### src/sv/gpa_pkg.sv
// shared constants, codes and types for the generational page allocator
`default_nettype none
package gpa_pkg;
  // table geometry (page size is a power of two)
  localparam int NUM_PAGES  = 256;
  localparam int PAGE_BYTES = 4096;
  localparam int PAGE_W     = $clog2(NUM_PAGES);
  localparam int PAGE_SHIFT = $clog2(PAGE_BYTES);
  localparam int NPG_W      = PAGE_W + 1;
  localparam int GEN_W      = 16;
  localparam int SLOT_W     = 16;
  localparam int MAX_PAGES  = 16'hFFFF;

  // operation codes
  localparam logic [1:0] FN_ALLOC   = 2'd0;
  localparam logic [1:0] FN_RELEASE = 2'd1;
  localparam logic [1:0] FN_LOOKUP  = 2'd2;
  localparam logic [1:0] FN_INIT    = 2'd3;

  // status codes
  localparam logic [2:0] ST_OK          = 3'd0;
  localparam logic [2:0] ST_INVALID     = 3'd1;
  localparam logic [2:0] ST_OVERFLOW    = 3'd2;
  localparam logic [2:0] ST_UNAVAILABLE = 3'd3;
  localparam logic [2:0] ST_NOT_FOUND   = 3'd4;
  localparam logic [2:0] ST_DENIED      = 3'd5;

  // classified request handed from front to back
  typedef struct packed {
    logic [1:0]       func;
    logic [7:0]       domain;
    logic [NPG_W-1:0] npages;
    logic [PAGE_W-1:0] slot;
    logic [GEN_W-1:0] gen;
    logic             early;
    logic [2:0]       early_status;
  } req_t;

  // one page table entry in memory
  typedef struct packed {
    logic [PAGE_W-1:0] head;
    logic [NPG_W-1:0]  run_len;
    logic [7:0]        owner;
    logic [GEN_W-1:0]  gen;
  } entry_t;
endpackage
`default_nettype wire

### src/sv/gpa_queue.sv
// two-entry request queue between front and back
`default_nettype none
module gpa_queue (
  input  wire logic          clk,
  input  wire logic          rst,
  input  wire logic          push,
  input  gpa_pkg::req_t      push_req,
  input  wire logic          pop,
  output logic               full,
  output logic               not_empty,
  output gpa_pkg::req_t      head_req
);
  gpa_pkg::req_t slots [2];
  logic          wr_ptr;
  logic          rd_ptr;
  logic [1:0]    count;

  assign full      = (count == 2'd2);
  assign not_empty = (count != 2'd0);
  assign head_req  = slots[rd_ptr];

  // pointers and fill count
  always_ff @(posedge clk) begin
    if (rst) begin
      wr_ptr <= 1'b0;
      rd_ptr <= 1'b0;
      count  <= 2'd0;
    end else begin
      if (push) wr_ptr <= ~wr_ptr;
      if (pop)  rd_ptr <= ~rd_ptr;
      count <= count + 2'(push) - 2'(pop);
    end
  end

  // storage
  always_ff @(posedge clk) begin
    if (push) slots[wr_ptr] <= push_req;
  end
endmodule
`default_nettype wire

### config.mk
export PLATFORM = sky130hd
export DESIGN_NAME = gpa_queue
export DESIGN_NICKNAME = d
export VERILOG_FILES = /design/src/sv/gpa_pkg.sv /design/src/sv/gpa_queue.sv
export SDC_FILE = /design/constraint.sdc
export NUM_CORES = 1
export LEC_CHECK = 0
export BUFFER_PORTS_ARGS = -buffer_cell sky130_fd_sc_hd__buf_2
export CAP_MARGIN = 20
export CORE_MARGIN = 3
export CORE_UTILIZATION = 56
export DETAILED_ROUTE_END_ITERATION = 7
export PLACE_DENSITY = 0.84
export SETUP_SLACK_MARGIN = 0.05
export SYNTH_ARGS = -nofsm -noshare
export SYNTH_HDL_FRONTEND = slang
export SYNTH_SLANG_ARGS = --single-unit
### constraint.sdc
create_clock -name clk -period 5.5 [get_ports clk]
set_input_delay 0.275 -clock clk [delete_from_list [all_inputs] [get_ports clk]]
set_output_delay 0.275 -clock clk [all_outputs]
set_load 0.03 [all_outputs]
==> flow_summary.json <==
{
  "status": "finished clean",
  "numPortBuffers": 99,
  "ir_drop_mv": 0.239,
  "cp_num_buf_inv": 2,
  "cts.sinks": 99,
  "critPathArrivalTime_ns": 2.06,
  "cts_buffers": 9,
  "grt_overflow": 0,
  "fin_tns_setup_ns": 0,
  "crit_chain": "buf_4 > mux2_2 > buf_2",
  "routed_wl_um": 5990,
  "cts_tree": "built",
  "drv_cap": 0,
  "die_area_um2": 7680,
  "ys_types": 14,
  "antenna_left": 0,
  "drc": 0,
  "start_util": 0.581,
  "yosysTopAreaCell": "edfxtp_1",
  "slowest_stage": "buf_4",
  "setup_viol": 0,
  "min_period_over_period": 0.424,
  "fin_crit_ns": 2.33,
  "fin_skew_ns": 0.0126,
  "fp.coreArea_um2": 6420,
  "syn-instance-count": 167,
  "seq_area_um2": 2920,
  "fmax_mhz": 429,
  "rows": 29,
  "r2r-start": "wr_ptr",
  "die_h_um": 87.7,
  "grtUsageTotal": 0.160,
  "drtIter0Drc": 57,
  "gp_congestion": 0.681,
  "syn-num-nets": 220,
  "ys_seq_area_frac": 0.783,
  "worstMarginPinSlew_ns": 0.643,
  "slowest_delay_ns": 0.58,
  "io_pins": 100,
  "slew_violations": 0,
  "hold_violations": 0,
  "synth_top_area_share": 0.756,
  "rsz0062_at_grt": "false",
  "clk_pin_slew_worst_paths_ns": 0.09,
  "vias_per_cell": 5.16,
  "cts_resized": 0,
  "powerDensity_nw_per_um2": 375,
  "worst_r2r_path_depth": 2,
  "area_delta_synth_final_pct": 22.3,
  "grt_pass1_wl_um": 9020,
  "grt_max_degree": 48,
  "yosys_warnings": 0,
  "htree_num_levels": 3,
  "synth_area_per_cell_um2": 22.4,
  "cp.depth": 3,
  "first_pass_iters": 4,
  "cp-start-kind": "flop",
  "relSlewSlack": 0.572,
  "insertion_delay_ns": 0.35,
  "fillers": 402,
  "antenna_found_initial": 0,
  "post_cts_buffers": 0,
  "required_ns": 5.22,
  "min_from": "push_req[44]",
  "ys_ff_latch": 99,
  "min_path_type": "primary input to flop",
  "critical_path_class": "flop to primary output",
  "rrSetupSlack_ns": 4.13,
  "end_kind": "primary output",
  "die_width_um": 87.7,
  "drive_above_1_share": 0.604,
  "wire_per_inst_um": 16.8,
  "path_delay_family": "buffers and inverters",
  "holdPathStages": 1,
  "postCtsHoldBufs": 0,
  "n_antenna_cell": 0,
  "multi_input_area_um2": 762,
  "power.leakage_nw": 1.81,
  "synthTopCellsByArea": "edfxtp_1 (76%), mux2_4 (12%), mux2_2 (5.1%)",
  "cts_root_buf": "clkbuf_8",
  "clk_path_buf_depth": 2,
  "hold_slack_ns": 0.114,
  "nNetsFinal": 328,
  "hpwl_um": 3900,
  "grt_pass1_vias": 1849,
  "syn_area_um2": 3730,
  "num_vias": 1841,
  "crit_path_max_fanout": 36
}
[power breakdown]
group / total [W] / switching [W] / internal (W)
Clock: 0.000547 / 0.000242 / 0.000305
Sequential: 0.000895 / 0.0000167 / 0.000878
Combinational: 0.000272 / 0.000162 / 0.000110
Total: 0.00171 / 0.000421 / 0.00129
[worst paths after layout]
path / endpoint
max: head_req[15]
max reg2reg: slots[0][32]
min: slots[1][44]
min reg2reg: rd_ptr
[metrics by stage]
step	worst slack (ns)	std cells	total power [W]	utilization	cell area, um^2
after global placement	3.56	340	0.00118	0.670	4300
after detailed placement	3.53	340	0.00119	0.670	4300
final	3.17	357	0.00171	0.711	4570
after CTS	3.14	356	0.00173	0.708	4550
after global routing	3.05	357	0.00178	0.711	4570
after floorplan	2.62	167	0.00111	-	3730
[routing by layer]
metal  wire, um  up-vias  GRT usage  part of all wire
met5          0        -          0                 0
met3        470        5     0.0621             0.078
met1       2500      907      0.196              0.42
li1           -      863          -                 -
met4         44        0     0.0711            0.0073
met2       2970       66      0.253              0.50
[placed cells by master (no fill, tap or decap), drive strengths merged]
cell | netlist | final
bufinv | 0 | 3
nor2b | 3 | 3
or2 | 1 | 1
dfxtp | 5 | 5
nor2 | 4 | 4
xnor3 | 1 | 1
clkinvlp | 0 | 2
ha | 2 | 2
clkbuf | 0 | 9
edfxtp | 94 | 94
mux2 | 47 | 47
xnor2 | 2 | 2
and2 | 1 | 1
buf | 5 | 102
inv | 2 | 4
[cells in the mapped netlist]
master,number
edfxtp_1,94
mux2_4,30
mux2_2,17
dfxtp_1,5
buf_6,4
nor2_1,4
nor2b_1,3
ha_1,2
inv_1,2
xnor2_1,2
and2_1,1
buf_2,1
or2_2,1
xnor3_1,1
[state kept, by name, summed over array words and instances (netlist names), named ones only]
register and cells:
slots 94, count 2, rd_ptr 1, wr_ptr 1
[logic make-up (layout without fill, tap and decap cells)]
group,after synthesis,count (layout),share of synthesized area
fa+ha+maj,2,2,0.00670
buf+inv,7,120,0.0154
mux,47,47,0.172
xor+xnor,3,3,0.0107
simple gates,9,9,0.0124
flops,99,99,0.783
[area by class of cell]
| class | instances | area share |
|---|---|---|
| Clock buffer | 9 | 0.0271 |
| Clock inverter | 7 | 0.0268 |
| Inverter | 2 | 0.00164 |
| Multi-Input combinational cell | 61 | 0.167 |
| Sequential cell | 99 | 0.640 |
| Tap cell | 77 | 0.0211 |
| Timing Repair Buffer | 102 | 0.116 |
Power figures use the tool's default switching activity.
