### src/sv/gpa_pkg.sv
// shared constants, codes and types for the generational page allocator
`default_nettype none
package gpa_pkg;
  // table geometry (page size is a power of two)
  localparam int NUM_PAGES  = 256;
  localparam int PAGE_BYTES = 4096;
  localparam int PAGE_W     = $clog2(NUM_PAGES);
  localparam int PAGE_SHIFT = $clog2(PAGE_BYTES);
  localparam int NPG_W      = PAGE_W + 1;
  localparam int GEN_W      = 16;
  localparam int SLOT_W     = 16;
  localparam int MAX_PAGES  = 16'hFFFF;

  // operation codes
  localparam logic [1:0] FN_ALLOC   = 2'd0;
  localparam logic [1:0] FN_RELEASE = 2'd1;
  localparam logic [1:0] FN_LOOKUP  = 2'd2;
  localparam logic [1:0] FN_INIT    = 2'd3;

  // status codes
  localparam logic [2:0] ST_OK          = 3'd0;
  localparam logic [2:0] ST_INVALID     = 3'd1;
  localparam logic [2:0] ST_OVERFLOW    = 3'd2;
  localparam logic [2:0] ST_UNAVAILABLE = 3'd3;
  localparam logic [2:0] ST_NOT_FOUND   = 3'd4;
  localparam logic [2:0] ST_DENIED      = 3'd5;

  // classified request handed from front to back
  typedef struct packed {
    logic [1:0]       func;
    logic [7:0]       domain;
    logic [NPG_W-1:0] npages;
    logic [PAGE_W-1:0] slot;
    logic [GEN_W-1:0] gen;
    logic             early;
    logic [2:0]       early_status;
  } req_t;

  // one page table entry in memory
  typedef struct packed {
    logic [PAGE_W-1:0] head;
    logic [NPG_W-1:0]  run_len;
    logic [7:0]        owner;
    logic [GEN_W-1:0]  gen;
  } entry_t;
endpackage
`default_nettype wire

### src/sv/gpa_front.sv
// front end: argument checks and page count for each request
`default_nettype none
module gpa_front (
  input  wire logic [1:0]  func,
  input  wire logic [7:0]  domain,
  input  wire logic [31:0] size_bytes,
  input  wire logic [31:0] handle_in,
  output gpa_pkg::req_t    req
);
  logic [31:0] pages;
  logic [15:0] low;
  logic [15:0] low_m1;

  // round size up to whole pages
  assign pages = (size_bytes >> gpa_pkg::PAGE_SHIFT)
               + 32'(|size_bytes[gpa_pkg::PAGE_SHIFT-1:0]);
  assign low    = handle_in[gpa_pkg::SLOT_W-1:0];
  assign low_m1 = low - 16'd1;

  // classify
  always_comb begin
    req.func         = func;
    req.domain       = domain;
    req.npages       = pages[gpa_pkg::NPG_W-1:0];
    req.slot         = low_m1[gpa_pkg::PAGE_W-1:0];
    req.gen          = handle_in[31:16];
    req.early        = 1'b0;
    req.early_status = gpa_pkg::ST_OK;
    case (func)
      gpa_pkg::FN_ALLOC: begin
        if (domain == 8'd0 || size_bytes == 32'd0) begin
          req.early        = 1'b1;
          req.early_status = gpa_pkg::ST_INVALID;
        end else if (pages > 32'(gpa_pkg::MAX_PAGES)) begin
          req.early        = 1'b1;
          req.early_status = gpa_pkg::ST_OVERFLOW;
        end else if (pages > 32'(gpa_pkg::NUM_PAGES)) begin
          req.early        = 1'b1;
          req.early_status = gpa_pkg::ST_UNAVAILABLE;
        end
      end
      gpa_pkg::FN_RELEASE, gpa_pkg::FN_LOOKUP: begin
        if (domain == 8'd0 || low == 16'd0 || low > 16'(gpa_pkg::NUM_PAGES)) begin
          req.early        = 1'b1;
          req.early_status = gpa_pkg::ST_INVALID;
        end
      end
      default: begin
        req.early = 1'b0;
      end
    endcase
  end
endmodule
`default_nettype wire

### config.mk
export PLATFORM = sky130hd
export DESIGN_NAME = gpa_front
export DESIGN_NICKNAME = d
export VERILOG_FILES = /design/src/sv/gpa_pkg.sv /design/src/sv/gpa_front.sv
export SDC_FILE = /design/constraint.sdc
export NUM_CORES = 1
export LEC_CHECK = 0
export BUFFER_PORTS_ARGS = -buffer_cell sky130_fd_sc_hd__buf_4
export CAP_MARGIN = 25
export CORE_MARGIN = 5
export CORE_UTILIZATION = 36
export DETAILED_ROUTE_END_ITERATION = 8
export PLACE_DENSITY = 0.85
export SYNTH_ARGS = -nofsm -noshare
export SYNTH_HDL_FRONTEND = slang
export SYNTH_SLANG_ARGS = --single-unit
### constraint.sdc
create_clock -name vclk -period 2.6
set_input_delay 0.13 -clock vclk [all_inputs]
set_output_delay 0.13 -clock vclk [all_outputs]
set_load 0.05 [all_outputs]
==> reports/qor.csv <==
metric,value,unit
finalSetupViolCount,0,
power,364,µW
hold_buffers,0,
finalCritPeriodShare,95.7,%
drt_first_iter_violations,34,
p_leak,0.000764,µW
placedInstanceArea,0.00163,mm²
drt-total-wl,3710,µm
dr_wl_met2,2020,µm
min_period,2.49,ns
ant_nets,0,
drcViolationCount,0,
avgRoutedWirePerCell,15.1,µm
clkbuf_count,0,
fin_nets,297,
fmax,402,MHz
whs,0.260,ns
crit_required,2.47,ns
worstPathArrival,2.36,ns
drive_above_1_share,53.5,%
gr-total-overflow,0,
core-area,0.00281,mm²
grt_pass1_wl,5600,µm
synth.avg_cell_area,7.12,µm²
area_growth,57.6,%
grt_max_degree,10,
min_to,req[12],
crit_type,in -> out,
peakVddDrop,0.000188,V
place_congestion,0.908,
final_area,0.00169,mm²
viasPerCell,5.33,
place_hpwl,3050,µm
synth_area,0.00107,mm²
wl_met1,1250,µm
cp_slowest_stage_delay,0.31,ns
slowest_stage,nor4_2,
min-delay-start,handle_in[24],
synth_nets,231,
crit_top_cell,buf_4,
startpoint_type,input port,
finalHoldViolCount,0,
nFlopsAndLatches,0,
vias,1311,
status,finished clean,
antenna_cells,0,
worstMarginPinSlew,0.640,ns
synth_cells,151,
path_max_fanout,3,
synth_top_area_share,21.0,%
final_common_cell,buf_4,
path_cells,buf_4 > nor4_2 > nand3_2 > ha_4 > buf_4 > nand3_1 > nor3_1 > and3_1 > o2111ai_1 > nor3_2 > buf_4 > a2111oi_4 > buf_6,
hold_path_depth,0,
track_usage,15.9,%
synth_cell_types,41,
worst_slack,0.111,ns
synth_largest_area_cell,buf_4,
row_count,19,
final_cell_mix,"97 x buf_4, 11 x nor4_1, 10 x xnor2_1, 10 x nand2_1",
ios,121,
endpoint_kind,output port,
die-area,0.00418,mm²
dieHeight,64.6,µm
detailedRoute.firstPassIterationCount,4,
max_cap_viol_count,0,
synth.area.top_cells,"buf_4 21%, xnor2_1 9.0%, nor4_1 8.1%",
max_slew_margin,57.0,%
seqCellArea,0,µm²
synth_warnings,0,
hold_class,in -> out,
pre_cts_slack,-0.0771,ns
die_x,64.6,µm
drv_slew,0,
port_buffers,88,
yosysSeqAreaShare,0,%
route.met3.wl,362,µm
grt_pass1_vias,1276,
initial_utilization,38.3,%
cellPowerDensity,215,mW/mm²
top_layer,met4,
antenna_found_initial,0,
[timing repair]
| item | 4_1_cts | 5_1_grt |
|---|---|---|
| buffers inserted | 0 | 1 |
| resized for setup | 3 | 7 |
| setup endpoints to repair | 3 | 3 |
| pin swaps | 0 | 2 |
[cells by family (layout without fill, tap and decap cells)]
family	Yosys count	after routing	synth area share, %
muxes	4	4	3.73
adders and majority gates	6	6	6.98
AOI/OAI and AO/OA	14	14	10.1
and+or+nand+nor	65	65	37.7
other	1	1	0.349
xor gates and xnor gates	19	19	15.5
buffers and inverters	42	106	25.6
[critical path: cells and delay by family]
kind	cells	cell delay, ns
compound gates	2	0.52
fa+ha+maj	1	0.21
buf+inv	4	0.61
simple gates	6	0.88
[report_power, final]
| group | total, µW | leakage [µW] | switching (µW) | internal [µW] |
|---|---|---|---|---|
| combinational | 364 | 0.000764 | 218 | 146 |
| clock | 0 | 0 | 0 | 0 |
| sequential | 0 | 0 | 0 | 0 |
[Yosys cell counts, drive strengths merged, types with 4 or more instances]
| cell type | n |
|---|---|
| ha | 6 |
| xnor2 | 11 |
| nor3 | 9 |
| nand2 | 10 |
| inv | 8 |
| xor2 | 8 |
| buf | 34 |
| nor4 | 14 |
| mux2i | 4 |
| nor2 | 6 |
| nand4 | 5 |
| nand3 | 6 |
[routing by layer]
metal / vias to the layer above / track usage (%)
met2: 60 / 30.7
met1: 592 / 18.1
met4: 0 / 2.11
li1: 649 / -
met3: 10 / 3.45
met5: - / 0
[worst max-delay path by stage]
stage                        from  cells past startpoint      to
finish              size_bytes[8]                     13  req[1]
global route        size_bytes[8]                     13  req[1]
CTS                 size_bytes[7]                     13  req[1]
detailed placement  size_bytes[7]                     13  req[1]
global placement    size_bytes[7]                     12  req[1]
floorplan           size_bytes[8]                     10  req[1]
[layout make-up]
type                            count  area (µm²)
Fill cell                         266        1110
Timing Repair Buffer               98         739
Multi-Input combinational cell    109         886
Tap cell                           31        38.8
Inverter                            8        30.0
[stage by stage]
step	utilization [%]	TNS (ns)	std cells
3_5_place_dp	57.9	-0.103	245
3_3_place_gp	57.9	-0.0478	245
5_1_grt	60.4	-0.0538	246
2_1_floorplan	-	-0.0709	151
4_1_cts	58.4	0	245
6_report	60.4	0	246
(Power assumes the default switching activity.)
